`src/sv/ordered_list_table_assert.svh`:
```
// Assertion macros for the ordered list table.
// Each takes a label, an antecedent and a consequent; clk and rst_n come
// from the module that uses them.
`ifndef ORDERED_LIST_TABLE_ASSERT_SVH
`define ORDERED_LIST_TABLE_ASSERT_SVH

`ifndef SYNTHESIS
`define OLT_ASSERT_IMP(lbl, ante, cons) \
  lbl: assert property (@(posedge clk) disable iff (!rst_n) (ante) |-> (cons)) \
    else $error("ordered_list_table: same-cycle check failed");
`define OLT_ASSERT_NXT(lbl, ante, cons) \
  lbl: assert property (@(posedge clk) disable iff (!rst_n) (ante) |=> (cons)) \
    else $error("ordered_list_table: next-cycle check failed");
`else
`define OLT_ASSERT_IMP(lbl, ante, cons)
`define OLT_ASSERT_NXT(lbl, ante, cons)
`endif

`endif

```
`src/sv/olt_pkg.sv`:
```
package olt_pkg;

  localparam int CAPACITY   = 16;
  localparam int CNT_W      = $clog2(CAPACITY + 1);
  localparam int IDX_W      = $clog2(CAPACITY);
  localparam int VAL_W      = 32;
  localparam int OUT_CNT_W  = 5;
  localparam int CFG_IDX_W  = 8;
  localparam int CFG_DATA_W = 32;

  typedef logic [1:0] status_t;
  localparam status_t ST_DONE     = 2'd0;
  localparam status_t ST_DUP      = 2'd1;
  localparam status_t ST_NOTFOUND = 2'd2;
  localparam status_t ST_FULL     = 2'd3;

  localparam logic REQ_INSERT = 1'b0;
  localparam logic REQ_REMOVE = 1'b1;

  localparam logic [CFG_IDX_W-1:0] REG_SORTED_MODE = CFG_IDX_W'(0);
  localparam logic [CFG_IDX_W-1:0] REG_ALLOW_DUP   = CFG_IDX_W'(1);

  // one read and one write port request per cycle
  typedef struct packed {
    logic             we;
    logic [IDX_W-1:0] waddr;
    logic [VAL_W-1:0] wdata;
    logic             re;
    logic [IDX_W-1:0] raddr;
  } mem_req_t;

endpackage

```
`src/sv/olt_ifs.sv`:
```
interface olt_in_if;
  import olt_pkg::*;
  logic             valid;
  logic             ready;
  logic             req_type;
  logic [VAL_W-1:0] value;
  modport source (output valid, output req_type, output value, input ready);
  modport sink (input valid, input req_type, input value, output ready);
endinterface

interface olt_out_if;
  import olt_pkg::*;
  logic                 valid;
  logic                 ready;
  status_t              status;
  logic [OUT_CNT_W-1:0] entry_count;
  logic                 is_empty;
  modport source (output valid, output status, output entry_count, output is_empty,
                  input ready);
  modport sink (input valid, input status, input entry_count, input is_empty,
                output ready);
endinterface

interface olt_cfg_if;
  import olt_pkg::*;
  logic                  valid;
  logic                  ready;
  logic [CFG_IDX_W-1:0]  idx;
  logic [CFG_DATA_W-1:0] data;
  modport source (output valid, output idx, output data, input ready);
  modport sink (input valid, input idx, input data, output ready);
endinterface

```
`src/sv/olt_mem.sv`:
```
module olt_mem (
  input  logic                     clk,
  input  olt_pkg::mem_req_t        req,
  output logic [olt_pkg::VAL_W-1:0] rd_data_r
);
  import olt_pkg::*;

  logic [VAL_W-1:0] mem [CAPACITY];

  always_ff @(posedge clk) begin
    if (req.we) begin
      mem[req.waddr] <= req.wdata;
    end
    if (req.re) begin
      rd_data_r <= mem[req.raddr];
    end
  end

endmodule

```
`src/sv/ordered_list_table.sv`:
```
// Sequence: a scan reads all N words, N being the entries held before the request; a move
// shifts up to N words; then come the slot write and the result register. The longest
// requests are a remove at the head of a full list and an insert at the head with one slot
// free. Throughput: one request in flight; the next input beat is taken while a result
// waits. Reset: synchronous, active low; list empty, sorted_mode = 0, allow_duplicates = 1.
`include "ordered_list_table_assert.svh"

module ordered_list_table (
  input logic clk,
  input logic rst_n,
  olt_in_if.sink    in_ch,
  olt_out_if.source out_ch,
  olt_cfg_if.sink   cfg_ch
);
  import olt_pkg::*;

  // one-hot sequencer
  typedef enum logic [4:0] {
    S_IDLE  = 5'b00001,
    S_SCAN  = 5'b00010,
    S_SHIFT = 5'b00100,
    S_WRITE = 5'b01000,
    S_RESP  = 5'b10000
  } state_t;

  state_t state_r, state_nxt;

  // control state
  logic             sorted_r, sorted_nxt;
  logic             adup_r, adup_nxt;
  logic [CNT_W-1:0] cnt_r, cnt_nxt;      // entries held
  logic             pend_r, pend_nxt;    // a read is in flight
  logic             found_r, found_nxt;  // an equal entry was seen
  logic             ge_r, ge_nxt;        // an entry not below the value was seen
  logic             out_valid_r, out_valid_nxt;

  // payload
  logic                 op_r, op_nxt;
  logic [VAL_W-1:0]     val_r, val_nxt;
  logic [CNT_W-1:0]     idx_r, idx_nxt;     // next scan address
  logic [CNT_W-1:0]     pidx_r, pidx_nxt;   // address of the word in rd_data
  logic [CNT_W-1:0]     fidx_r, fidx_nxt;   // first equal entry
  logic [CNT_W-1:0]     gidx_r, gidx_nxt;   // first entry >= value
  logic [CNT_W-1:0]     pos_r, pos_nxt;     // insert slot
  logic [CNT_W-1:0]     sh_r, sh_nxt;       // move cursor
  logic [CNT_W-1:0]     pdst_r, pdst_nxt;   // destination of the word in flight
  status_t              st_r, st_nxt;
  status_t              ostat_r, ostat_nxt;
  logic [OUT_CNT_W-1:0] ocnt_r, ocnt_nxt;
  logic                 oempty_r, oempty_nxt;

  mem_req_t         mreq;
  logic [VAL_W-1:0] rd_data;
  logic [CNT_W-1:0] sh_dec, sh_inc;
  logic             in_beat, out_beat;
  logic             rd_eq, rd_lt;

  olt_mem u_mem (
    .clk       (clk),
    .req       (mreq),
    .rd_data_r (rd_data)
  );

  assign in_beat  = in_ch.valid && in_ch.ready;
  assign out_beat = out_valid_r && out_ch.ready;
  assign sh_dec   = sh_r - CNT_W'(1);
  assign sh_inc   = sh_r + CNT_W'(1);
  assign rd_eq    = (rd_data == val_r);
  assign rd_lt    = ($signed(rd_data) < $signed(val_r));

  // Input is taken only between requests; a held result does not block it.
  assign in_ch.ready  = (state_r == S_IDLE);
  assign cfg_ch.ready = 1'b1;

  assign out_ch.valid       = out_valid_r;
  assign out_ch.status      = ostat_r;
  assign out_ch.entry_count = ocnt_r;
  assign out_ch.is_empty    = oempty_r;

  always_comb begin
    state_nxt     = state_r;
    sorted_nxt    = sorted_r;
    adup_nxt      = adup_r;
    cnt_nxt       = cnt_r;
    pend_nxt      = pend_r;
    found_nxt     = found_r;
    ge_nxt        = ge_r;
    out_valid_nxt = out_valid_r;
    op_nxt        = op_r;
    val_nxt       = val_r;
    idx_nxt       = idx_r;
    pidx_nxt      = pidx_r;
    fidx_nxt      = fidx_r;
    gidx_nxt      = gidx_r;
    pos_nxt       = pos_r;
    sh_nxt        = sh_r;
    pdst_nxt      = pdst_r;
    st_nxt        = st_r;
    ostat_nxt     = ostat_r;
    ocnt_nxt      = ocnt_r;
    oempty_nxt    = oempty_r;
    mreq          = '0;

    if (out_beat) begin
      out_valid_nxt = 1'b0;
    end

    // register writes are for the user to make only while idle; the block does not enforce it
    if (cfg_ch.valid) begin
      unique case (cfg_ch.idx)
        REG_SORTED_MODE: sorted_nxt = cfg_ch.data[0];
        REG_ALLOW_DUP:   adup_nxt   = cfg_ch.data[0];
        default: ;
      endcase
    end

    unique case (state_r)
      S_IDLE: begin
        if (in_beat) begin
          op_nxt    = in_ch.req_type;
          val_nxt   = in_ch.value;
          idx_nxt   = '0;
          pend_nxt  = 1'b0;
          found_nxt = 1'b0;
          ge_nxt    = 1'b0;
          st_nxt    = ST_DONE;
          state_nxt = S_SCAN;
        end
      end

      // Full pass from the head: first equal entry and first entry not
      // below the value. One read issued and one word checked per cycle.
      S_SCAN: begin
        if (pend_r) begin
          if (rd_eq && !found_r) begin
            found_nxt = 1'b1;
            fidx_nxt  = pidx_r;
          end
          if (!rd_lt && !ge_r) begin
            ge_nxt   = 1'b1;
            gidx_nxt = pidx_r;
          end
        end
        if (idx_r < cnt_r) begin
          mreq.re  = 1'b1;
          mreq.raddr = idx_r[IDX_W-1:0];
          idx_nxt  = idx_r + CNT_W'(1);
          pidx_nxt = idx_r;
          pend_nxt = 1'b1;
        end else begin
          pend_nxt = 1'b0;
          if (!pend_r) begin
            if (op_r == REQ_INSERT) begin
              if (!adup_r && found_r) begin
                st_nxt    = ST_DUP;
                state_nxt = S_RESP;
              end else if (cnt_r == CNT_W'(CAPACITY)) begin
                st_nxt    = ST_FULL;
                state_nxt = S_RESP;
              end else begin
                if (!sorted_r) begin
                  pos_nxt = '0;
                end else if (ge_r) begin
                  pos_nxt = gidx_r;
                end else begin
                  pos_nxt = cnt_r;
                end
                sh_nxt    = cnt_r;
                state_nxt = S_SHIFT;
              end
            end else begin
              if (!found_r) begin
                st_nxt    = ST_NOTFOUND;
                state_nxt = S_RESP;
              end else begin
                sh_nxt    = fidx_r;
                state_nxt = S_SHIFT;
              end
            end
          end
        end
      end

      // Move entries one slot: toward the tail for insert, toward the head
      // for remove. Read of the next source overlaps the write of the last.
      S_SHIFT: begin
        if (pend_r) begin
          mreq.we    = 1'b1;
          mreq.waddr = pdst_r[IDX_W-1:0];
          mreq.wdata = rd_data;
        end
        pend_nxt = 1'b0;
        if (op_r == REQ_INSERT) begin
          if (sh_r > pos_r) begin
            mreq.re    = 1'b1;
            mreq.raddr = sh_dec[IDX_W-1:0];
            pdst_nxt   = sh_r;
            sh_nxt     = sh_dec;
            pend_nxt   = 1'b1;
          end else if (!pend_r) begin
            state_nxt = S_WRITE;
          end
        end else begin
          if (sh_inc < cnt_r) begin
            mreq.re    = 1'b1;
            mreq.raddr = sh_inc[IDX_W-1:0];
            pdst_nxt   = sh_r;
            sh_nxt     = sh_inc;
            pend_nxt   = 1'b1;
          end else if (!pend_r) begin
            cnt_nxt   = cnt_r - CNT_W'(1);
            state_nxt = S_RESP;
          end
        end
      end

      S_WRITE: begin
        mreq.we    = 1'b1;
        mreq.waddr = pos_r[IDX_W-1:0];
        mreq.wdata = val_r;
        cnt_nxt    = cnt_r + CNT_W'(1);
        state_nxt  = S_RESP;
      end

      // wait for the output register to be free
      S_RESP: begin
        if (!out_valid_r || out_ch.ready) begin
          out_valid_nxt = 1'b1;
          ostat_nxt     = st_r;
          ocnt_nxt      = OUT_CNT_W'(cnt_r);
          oempty_nxt    = (cnt_r == '0);
          state_nxt     = S_IDLE;
        end
      end

      default: state_nxt = S_IDLE;
    endcase
  end

  always_ff @(posedge clk) begin
    if (!rst_n) begin
      state_r     <= S_IDLE;
      sorted_r    <= 1'b0;
      adup_r      <= 1'b1;
      cnt_r       <= '0;
      pend_r      <= 1'b0;
      found_r     <= 1'b0;
      ge_r        <= 1'b0;
      out_valid_r <= 1'b0;
    end else begin
      state_r     <= state_nxt;
      sorted_r    <= sorted_nxt;
      adup_r      <= adup_nxt;
      cnt_r       <= cnt_nxt;
      pend_r      <= pend_nxt;
      found_r     <= found_nxt;
      ge_r        <= ge_nxt;
      out_valid_r <= out_valid_nxt;
    end
  end

  always_ff @(posedge clk) begin
    op_r     <= op_nxt;
    val_r    <= val_nxt;
    idx_r    <= idx_nxt;
    pidx_r   <= pidx_nxt;
    fidx_r   <= fidx_nxt;
    gidx_r   <= gidx_nxt;
    pos_r    <= pos_nxt;
    sh_r     <= sh_nxt;
    pdst_r   <= pdst_nxt;
    st_r     <= st_nxt;
    ostat_r  <= ostat_nxt;
    ocnt_r   <= ocnt_nxt;
    oempty_r <= oempty_nxt;
  end

  // list never grows past its capacity
  `OLT_ASSERT_IMP(a_cnt_cap, 1'b1, cnt_r <= CNT_W'(CAPACITY))
  // a full report only ever comes with a full list
  `OLT_ASSERT_IMP(a_full_cnt, out_valid_r && (ostat_r == ST_FULL), ocnt_r == OUT_CNT_W'(CAPACITY))
  // an accepted request always starts with the head scan
  `OLT_ASSERT_NXT(a_start_scan, in_beat, state_r == S_SCAN)

endmodule
```
`src/flat_wrapper.sv`:
```
// flat-port wrapper written by rule: the top's interface ports become plain ports
module ordered_list_table_flat import olt_pkg::*;
  (clk, rst_n, in_ch_valid, in_ch_req_type, in_ch_value, in_ch_ready, out_ch_valid, out_ch_status, out_ch_entry_count, out_ch_is_empty, out_ch_ready, cfg_ch_valid, cfg_ch_idx, cfg_ch_data, cfg_ch_ready);
  olt_in_if in_ch_i ();
  olt_out_if out_ch_i ();
  olt_cfg_if cfg_ch_i ();
  input logic clk;
  input logic rst_n;
  input wire logic [$bits(in_ch_i.valid)-1:0] in_ch_valid;
  input wire logic [$bits(in_ch_i.req_type)-1:0] in_ch_req_type;
  input wire logic [$bits(in_ch_i.value)-1:0] in_ch_value;
  output wire logic [$bits(in_ch_i.ready)-1:0] in_ch_ready;
  output wire logic [$bits(out_ch_i.valid)-1:0] out_ch_valid;
  output wire logic [$bits(out_ch_i.status)-1:0] out_ch_status;
  output wire logic [$bits(out_ch_i.entry_count)-1:0] out_ch_entry_count;
  output wire logic [$bits(out_ch_i.is_empty)-1:0] out_ch_is_empty;
  input wire logic [$bits(out_ch_i.ready)-1:0] out_ch_ready;
  input wire logic [$bits(cfg_ch_i.valid)-1:0] cfg_ch_valid;
  input wire logic [$bits(cfg_ch_i.idx)-1:0] cfg_ch_idx;
  input wire logic [$bits(cfg_ch_i.data)-1:0] cfg_ch_data;
  output wire logic [$bits(cfg_ch_i.ready)-1:0] cfg_ch_ready;
  assign in_ch_i.valid = in_ch_valid;
  assign in_ch_i.req_type = in_ch_req_type;
  assign in_ch_i.value = in_ch_value;
  assign in_ch_ready = in_ch_i.ready;
  assign out_ch_valid = out_ch_i.valid;
  assign out_ch_status = out_ch_i.status;
  assign out_ch_entry_count = out_ch_i.entry_count;
  assign out_ch_is_empty = out_ch_i.is_empty;
  assign out_ch_i.ready = out_ch_ready;
  assign cfg_ch_i.valid = cfg_ch_valid;
  assign cfg_ch_i.idx = cfg_ch_idx;
  assign cfg_ch_i.data = cfg_ch_data;
  assign cfg_ch_ready = cfg_ch_i.ready;
  ordered_list_table u_core (.clk(clk), .rst_n(rst_n), .in_ch(in_ch_i), .out_ch(out_ch_i), .cfg_ch(cfg_ch_i));
endmodule
```
`config.mk`:
```
export PLATFORM = sky130hd
export DESIGN_NAME = ordered_list_table_flat
export DESIGN_NICKNAME = d
export VERILOG_FILES = /design/src/sv/olt_pkg.sv /design/src/sv/olt_ifs.sv /design/src/sv/olt_mem.sv /design/src/sv/ordered_list_table.sv /design/src/flat_wrapper.sv
export VERILOG_INCLUDE_DIRS = /design/src /design/src/sv
export SDC_FILE = /design/constraint.sdc
export NUM_CORES = 1
export LEC_CHECK = 0
export ABC_AREA = 1
export BUFFER_PORTS_ARGS = -buffer_cell sky130_fd_sc_hd__buf_2
export CORE_ASPECT_RATIO = 1.75
export CORE_MARGIN = 4
export CORE_UTILIZATION = 67
export CTS_CLUSTER_SIZE = 24
export DETAILED_ROUTE_END_ITERATION = 7
export HOLD_SLACK_MARGIN = 0.15
export PLACE_DENSITY_LB_ADDON = 0.1
export SLEW_MARGIN = 20
export SYNTH_ARGS = -nofsm -noshare
export SYNTH_HDL_FRONTEND = slang
export SYNTH_SLANG_ARGS = --single-unit
```
`constraint.sdc`:
```
create_clock -name clk -period 6.9 [get_ports clk]
set_clock_uncertainty 0.05 [all_clocks]
set_input_delay 0 -clock clk [delete_from_list [all_inputs] [get_ports clk]]
set_output_delay 0 -clock clk [all_outputs]
set_load 0.02 [all_outputs]
```
# Word level (Yosys, flattened, before mapping)
# Memories as Yosys holds them, arrays and structs flattened. A register that Yosys moved wholly into a read port is not among the register bits.
# Cells that the tools add are included.
[op_classes]
eq_ne = 29
reduce_logical = 35
n_lt_le_gt_ge = 4
n_mux = 67
n_addsub = 5
n_bitwise = 5
[op_table]
columns = ["operator", "n"]
rows = [
  ["$mux 5", 32],
  ["$pmux 37 s2", 1],
  ["$pmux 5 s2", 4],
  ["$mux 37", 1],
  ["$eq 32x32->1", 1],
  ["$lt 32x32->1", 1],
  ["$pmux 5 s5", 1],
  ["$add 5x1->5 const B", 3],
  ["$mux 1", 14],
  ["$mux 2", 7],
  ["$mux 4", 3],
  ["$ne 2x1->1 const B", 6],
  ["$ne 2x2->1 const B", 6],
  ["$ne 3x2->1 const B", 4],
  ["$reduce_and 2->1", 6],
  ["$reduce_and 3->1", 4],
  ["$reduce_and 4->1", 3],
  ["$reduce_and 6->1", 2],
  ["$eq 5x5->1 const B", 2],
  ["$lt 5x5->1", 2],
  ["$sub 5x1->5 const B", 2],
  ["$ne 3x3->1 const B", 3],
  ["$eq 8x1->1 const B", 1],
  ["$logic_not 8->1", 1],
  ["other kinds (19)", 35],
]
[totals]
out_inout_bits = 11
memories = 1
regBits = 93
in_bits = 78
ramBits = 512
word_cells = 167
[memory_table]
columns = ["name", "depth", "width", "read_ports", "rd_clocked_by_memory_dff", "wr", "line", "rtl"]
rows = [
  ["u_core.u_mem.mem", 16, 32, 1, 1, 1, "olt_mem.sv:8", "logic [VAL_W-1:0] mem [CAPACITY];"],
]

# Logic depth before layout (Yosys ltp)
# Gate-level depths: netlist (run 1).
[depth]
depth_word = 7
ltp_mapped = 20
ltp_nobuf = 18

# Hierarchy
# From an unflattened synthesis (run 1), not the netlist that was laid out.
[hier_totals]
hier_cells = 2700
hier_area_um2 = 28444.8
[modules_own_cells]
columns = ["mod", "seq_area_each_um2", "cells_per_inst", "n_inst", "area_per_inst_um2"]
rows = [
  ["olt_mem", 16335.7, 2120, 1, 23064.6],
  ["ordered_list_table", 2632.5, 580, 1, 5380.2],
]

# Worst setup path before layout (run 1)
# Ideal clock, no wire load.
[synth_timing]
path_kind = "reg-to-reg"
start = "reg u_core.sh_r[0]"
end = "reg u_core.u_mem.rd_data_r[0] (netlist name), read port of u_core.u_mem.mem, enable pin"
arrival_time_ns = 4.068
required_time_ns = 6.383
setup_time_ns = 0.467
period_less_slack_ns = 4.586
n_path_buf = 0
stages_incl_launch_ff = 13
path_slack_ns = 2.314
cell_sequence = "edfxtp_1 -> ha_1 -> nand3_1 -> xor2_1 -> inv_1 -> ha_1 -> nand2_1 -> inv_1 -> nand2_1 -> nand3_1 -> nand2_1 -> nand2_1 -> o21ai_0"
[synth_rtl]
columns = ["element", "line", "rtl"]
rows = [
  ["from (decl)", "ordered_list_table.sv:45", "logic [CNT_W-1:0] sh_r, sh_nxt;"],
  ["from (signal assigned)", "ordered_list_table.sv:270", "sh_r <= sh_nxt;"],
  ["to (decl)", "olt_mem.sv:4", "output logic [olt_pkg::VAL_W-1:0] rd_data_r"],
]

# Final worst setup path (run 1)
[layout_timing]
start = "reg u_core.sh_r[0]"
end = "reg u_core.u_mem.rd_data_r[6] (netlist name), read port of u_core.u_mem.mem, data pin"
[layout_between]
elab_chain_len = 5
elab_cells_between_ends = 8
classes_between = "2 x add/sub; 2 x order compare; 4 x mux"
[layout_rtl]
columns = ["element", "line", "rtl"]
rows = [
  ["$add 5x1->5", "ordered_list_table.sv:67", "assign sh_inc = sh_r + CNT_W'(1);"],
  ["$lt 5x5->1", "ordered_list_table.sv:204", "if (sh_inc < cnt_r) begin"],
  ["$mux 5", "ordered_list_table.sv:204", ""],
  ["$mux 5 *", "ordered_list_table.sv:193", "if (op_r == REQ_INSERT) begin"],
  ["$pmux 5 s2 *", "ordered_list_table.sv:117", "unique case (state_r)"],
]
# Every way passes the cells marked *; elsewhere a longest branch is shown, timed or not.
# A chain may end at the register's enable or synchronous reset.

==> metrics.csv, run 1 <==
metric;value;unit
Netlist cell types;45;
setup TNS;0;ps
PostCTS Resize Cnt;0;
n_diodes;0;
Pint;0.00601;W
ys flop type;edfxtp_1;
syn_nets;2800;
Layout Nets;2905;
DRT iter0 DRCs;2388;
Die W;165;um
Final period util;0.744;
fmax;0.195;GHz
# IOs;89;
core area;0.0425;mm^2
final hold viol count;0;
Post-synth ARST share;0;
worst path bufs/invs;3;
gr usage total;0.310;
clk root buf;clkbuf_16;
Synth Cell Area;0.0287;mm^2
Worst-path clk slew;70;ps
Pleak;13.1;nW
slew margin rel.;0.198;
minimum clock period after layout;5130;ps
count of clock tree sinks;637;
Clock Tree Buf Depth;3;
Avg Inst Size Synth;10.8;um^2
RSZ-0062 raised after global routing;false;
Worst Path Arrival;5420;ps
CTS tree;built;
Post-synth EDFFs;621;
commonest non-fill, non-tap cells in the layout;edfxtp_1, nand3_1, nand2_1, inv_1, nand3b_1;
Vias/cell;6.03;
Clock power frac;0.402;
Crit. End Element;flip-flop;
Pins Over Slew Limit;0;
FP Rows;100;
initial antenna violation count;0;
final-layout fill cell count;2681;
biggest regs;u_core.u_mem.mem: 512 flops, u_core.u_mem.rd_data_r: 32 flops, u_core.val_r: 32 flops;
Post-DRT Antenna Nets;0;
crit path max fanout;155;
Largest register FFs;512;
CP peak stage delay;830;ps
instance area after placement;0.0297;mm^2
Area Growth Syn to Fin;11.9;%
drc violations;0;
DRT Pass-1 Iters;6;
most common cell after layout, fill and taps aside;edfxtp_1;
delay-heaviest family, CP;simple AND/OR/NAND/NOR gates;
yosys warns;0;
die area;0.0464;mm^2
cts bufs inserted;54;
Skew-Pair Late Insertion Delay;590;ps
area share of the largest cell type after synthesis;0.649;
register share of total power;0.564;
# setup viols final;0;
GR Overflow Total;0;
WP data required;7190;ps
via count;20383;
worst-path cell chain;ha_1 > nand3_1 > xor2_1 > inv_1 > ha_1 > nand2_1 > inv_1 > nand2_1 > nand3_1 > a21oi_2 > nand2_8 > nand2_8 > buf_4 > nand2_1 > nand3_1 > nand3_1 > nand3_1 > nand2_1;
worst slew pin tran;1200;ps
Synth area leaders;edfxtp_1, nand3_1, nand2_1, inv_1, nand3b_1;
area leader, netlist;edfxtp_1;
Hold Crit Class;in -> reg;
CP startpoint kind;flip-flop;
max-cap violations;0;
Initial Util;0.676;
layout cells sized above 1;0.0855;
sequential cell area fraction in the yosys report;0.660;
switching share of total power;0.203;
vias in the first global route;20298;
switching power;0.00153;W
Seq cells post-synth;637;
largest net degree at the start of global routing;206;
Worst path slowest cell;nand2_8;
H-tree levels;2;
PwrDens;234;mW/mm^2
most frequent CP cell;nand3_1;
Most flops, register;u_core.u_mem.mem;
final non-filler cell area;0.0322;mm^2
first-pass GRT wire length;109000;um
DRT Wirelength;72200;um
PortBufs;56;
Die H;282;um
HPWL after detailed placement;36900;um
Worst VDD drop;0.281;mV
Crit Path Category;reg -> reg;
RePlAce Congestion;0.873;
WL/cell;21.4;um
Comb pwr share;0.034;
status;completed;
Synth Instances;2670;
path summary, 6_finish.rpt:
check	startpoint	slack, ps	depth (start not counted)	end
worst max-delay path	u_core.sh_r[0]	1770	18	u_core.u_mem.rd_data_r[6]
worst min-delay path	cfg_ch_idx[0]	240	4	u_core.adup_r
worst max register to register	u_core.sh_r[0]	1770	18	u_core.u_mem.rd_data_r[6]
worst min register to register	u_core.st_r[1]	370	0	u_core.out_ch.status[1]
Yosys cell counts, types with 3 or more instances:
cell,n
nor3_1,9
o21ai_0,56
a21oi_1,39
edfxtp_1,621
nand3_1,599
nor2_1,61
dfxtp_1,16
a31oi_1,3
nor2_2,5
o221ai_1,3
nand3b_1,97
xor2_1,10
nand2_2,3
inv_2,7
clkbuf_1,22
buf_1,23
nand4_1,6
inv_1,445
nand2_1,464
buf_4,27
ha_1,51
buf_2,69
nor4_1,5
o22ai_1,3
repair_timing:
action / 4_1_cts / 5_1_grt
hold buffers: 74 / 0
hold endpoints to repair: 64 / 0
buffers inserted: 0 / 0
routing by layer:
layer | global-route usage | share of wire
met3 | 0.0410 | 0.092
met1 | 0.388 | 0.35
met5 | 0 | 0
met4 | 0.169 | 0.052
met2 | 0.524 | 0.51
worst reg2reg max path: stages, from the launching register on:
cell and delay [ps]:
edfxtp_1 480, ha_1 270, nand3_1 100, xor2_1 240, inv_1 70, ha_1 310, nand2_1 90, inv_1 40
nand2_1 60, nand3_1 200, a21oi_2 320, nand2_8 610, nand2_8 870, buf_4 620, nand2_1 150, nand3_1 110
nand3_1 110, nand3_1 130, nand2_1 70
cell families (layout without fill, tap and decap cells):
logic type	after synthesis	count (layout)	share of synthesized area
xor+xnor	12	12	0.00366
compound gates	116	116	0.0222
flops	637	637	0.660
fa+ha+maj	52	52	0.0229
buf+inv	596	744	0.0847
simple gates	1256	1256	0.207
other cells	1	1	0.000130
power groups by stage:
stage | clock, W | combinational [W] | sequential, W
6_report | 0.00303 | 0.000257 | 0.00425
5_1_grt | 0.00321 | 0.000282 | 0.00425
4_1_cts | 0.00304 | 0.000252 | 0.00425
3_5_place_dp | 0 | 0.000220 | 0.00434
3_3_place_gp | 0 | 0.000212 | 0.00434
2_1_floorplan | 0 | 0.000149 | 0.00433
cell type report:
type / count / area [um^2] / share of cell area
tap: 561 / 702 / 0.0218
sequential: 637 / 19000 / 0.589
inverter: 454 / 1710 / 0.0530
clock inverter: 33 / 317 / 0.00984
multi-input combinational: 1437 / 7540 / 0.234
clock buffer: 66 / 1420 / 0.0441
timing repair buffer: 191 / 1530 / 0.0475
metrics by stage:
stage / worst slack, ps / hold slack (ps) / utilization / std cells / power (W)
CTS: 1870 / 220 / 0.756 / 3379 / 0.00755
global placement: 1970 / 127 / 0.698 / 3206 / 0.00455
detailed placement: 1880 / 128 / 0.698 / 3206 / 0.00456
finish: 1770 / 238 / 0.756 / 3379 / 0.00754
floorplan: 2310 / 48.9 / - / 2670 / 0.00448
global route: 1460 / 265 / 0.756 / 3379 / 0.00774
(Power assumes the default switching activity.)
==> run 2: changes to the inputs <==
--- a/config.mk
+++ b/config.mk
@@ -10,7 +10,7 @@
 export BUFFER_PORTS_ARGS = -buffer_cell sky130_fd_sc_hd__buf_2
 export CORE_ASPECT_RATIO = 1.75
 export CORE_MARGIN = 4
-export CORE_UTILIZATION = 67
+export CORE_UTILIZATION = 56
 export CTS_CLUSTER_SIZE = 24
 export DETAILED_ROUTE_END_ITERATION = 7
 export HOLD_SLACK_MARGIN = 0.15
==> constraint.sdc (replaced) <==
create_clock -name clk -period 4.3 [get_ports clk]
set_clock_uncertainty 0.05 [all_clocks]
set_input_delay 0 -clock clk [delete_from_list [all_inputs] [get_ports clk]]
set_output_delay 0 -clock clk [all_outputs]
set_load 0.02 [all_outputs]
==> run 2 against run 1 <==
Sequential cell count stayed put; die area increased by 19%; critical endpoint is now u_core.state_r[0]; final cell count up 4.0%; critical path type unchanged.
==> metrics.csv, run 2 (same netlist as run 1, synthesis figures left out) <==
metric;value;unit;change
status;completed;;
Area Growth Syn to Fin;14.6;%;
PortBufs;56;;unchanged
# IOs;89;;unchanged
CP startpoint kind;flip-flop;;
Worst VDD drop;0.489;mV;+74%
Final period util;0.843;;+0.0994
setup TNS;0;ps;unchanged
Clock Tree Buf Depth;3;;unchanged
DRT Wirelength;73900;um;+2.3%
Post-CTS Setup Inserts;0;;unchanged
minimum clock period after layout;3620;ps;-1510 ps
instance area after placement;0.0303;mm^2;+1.9%
Crit Path Category;reg -> reg;;
drc violations;0;;unchanged
PostCTS Resize Cnt;0;;unchanged
Layout Nets;2933;;+0.96%
Vias/cell;5.69;;-5.7%
final-layout fill cell count;3874;;+44%
Skew-Pair Late Insertion Delay;610;ps;+20 ps
layout cells sized above 1;0.0948;;+0.00925
slew margin rel.;0.307;;+0.109
fmax;0.276;GHz;+42%
Pins Over Slew Limit;0;;unchanged
worst slew pin tran;1040;ps;-164 ps
Initial Util;0.567;;-0.109
WL/cell;21.0;um;-1.7%
biggest regs;u_core.u_mem.mem: 512 flops, u_core.u_mem.rd_data_r: 32 flops, u_core.val_r: 32 flops;;
most frequent CP cell;nand2_1;;
GR Overflow Total;0;;unchanged
gr usage total;0.266;;-0.0440
final non-filler cell area;0.0329;mm^2;+2.4%
cts bufs inserted;57;;+5.6%
HPWL after detailed placement;38500;um;+4.4%
WP data required;4730;ps;-2460 ps
worst path bufs/invs;3;;unchanged
Worst-path clk slew;60;ps;about the same
DRT Pass-1 Iters;5;;-1
footprint of the multi-input gates;0.00754;mm^2;unchanged
Pleak;13.4;nW;+2.1%
Largest register FFs;512;;unchanged
Worst path slowest cell;dlygate4sd3_1;;
Most flops, register;u_core.u_mem.mem;;
die area;0.0552;mm^2;+19%
# setup viols final;0;;unchanged
vias in the first global route;19719;;-2.9%
core area;0.0507;mm^2;+19%
most common cell after layout, fill and taps aside;edfxtp_1;;
Worst Path Arrival;4060;ps;-1360 ps
CTS tree;built;;
count of clock tree sinks;637;;unchanged
Hold Crit Class;in -> reg;;
final hold viol count;0;;unchanged
delay-heaviest family, CP;simple AND/OR/NAND/NOR gates;;
first-pass GRT wire length;111000;um;+1.5%
# hold bufs at CTS;77;;+4.1%
DRT iter0 DRCs;1603;;-33%
largest net degree at the start of global routing;197;;-4.4%
initial antenna violation count;0;;unchanged
PwrDens;379;mW/mm^2;+62%
Post-DRT Antenna Nets;0;;unchanged
max-cap violations;0;;unchanged
register area;0.0190;mm^2;unchanged
crit path max fanout;5;;-97%
Die W;179;um;+8.9%
Die H;308;um;+9.1%
clk root buf;clkbuf_16;;
via count;19991;;-1.9%
Crit. End Element;flip-flop;;
FP Rows;109;;+9.0%
RSZ-0062 raised after global routing;false;;
CP peak stage delay;550;ps;-280 ps
n_diodes;0;;unchanged
H-tree levels;2;;unchanged
commonest non-fill, non-tap cells in the layout;edfxtp_1, nand3_1, nand2_1, inv_1, nand3b_1;;
worst-path cell chain;ha_1 > nand3_1 > xor2_1 > inv_1 > ha_1 > nand2_1 > inv_1 > nand2_1 > nand3_1 > nand2_1 > nand2_1 > nor2_1 > nor2_1 > nand2_1 > nand3_1 > dlygate4sd3_1;;
RePlAce Congestion;0.912;;+4.4%
-- run 2: changes by cell type in the layout (fill, tap and decap cells not counted), moves of 3 or more --
| cell | before | now |
|---|---|---|
| clkinv_1 | 10 | 14 |
| bufinv_16 | 6 | 10 |
| buf_12 | 4 | 25 |
| o21ai_0 | 51 | 55 |
| o21ai_1 | 4 | 0 |
| dlygate4sd3_1 | 74 | 77 |
| clkbuf_1 | 11 | 7 |
-- run 2: worst paths after layout --
kind / from / endpoint / slack [ps] / depth (start not counted)
worst max-delay path: u_core.sh_r[0] / u_core.state_r[0] / 680 / 16
worst min-delay path: cfg_ch_valid / u_core.adup_r / 230 / 5
worst min register to register: u_core.st_r[0] / u_core.out_ch.status[0] / 390 / 0
worst max register to register: u_core.sh_r[0] / u_core.state_r[0] / 680 / 16
-- run 2: cell type report --
cell class | count | share of cell area
clock inverter | 41 | 0.0139
timing repair buffer | 216 | 0.0603
sequential | 637 | 0.576
tap | 666 | 0.0253
clock buffer | 64 | 0.0441
inverter | 454 | 0.0518
multi-input combinational | 1437 | 0.229
-- run 2: power by group --
group          internal [W]  switching (W)  leakage [nW]  total (W)
Sequential          0.00679      0.0000393          4.86    0.00683
Clock               0.00303        0.00223         0.935    0.00526
Combinational      0.000160       0.000258          7.61   0.000418
Total               0.00997        0.00253          13.4     0.0125
-- run 2: layer usage --
layer / vias up / wire (um) / track usage
met5: - / 0 / 0
met4: 0 / 2840 / 0.110
met2: 726 / 38700 / 0.481
met1: 9789 / 27800 / 0.318
met3: 175 / 4520 / 0.0323
li1: 9301 / - / -
-- run 2: stage by stage --
stage,instances,setup slack (ps),power (W),hold slack [ps],util
after floorplan,2670,594,0.00718,48.9,-
after global placement,3333,733,0.00731,126,0.596
after detailed placement,3333,731,0.00732,128,0.596
after CTS,3515,669,0.0126,195,0.649
after global routing,3515,367,0.0128,267,0.649
final,3515,675,0.0125,229,0.649
-- run 2: worst register-to-register path: cells and delay by family (launching register included) --
kind / cells / cell delay, ps
XOR/XNOR: 1 / 220
adder cells (fa/ha/maj): 2 / 570
buffers and inverters: 3 / 660
flip-flops: 1 / 480
AND/OR/NAND/NOR: 10 / 1530
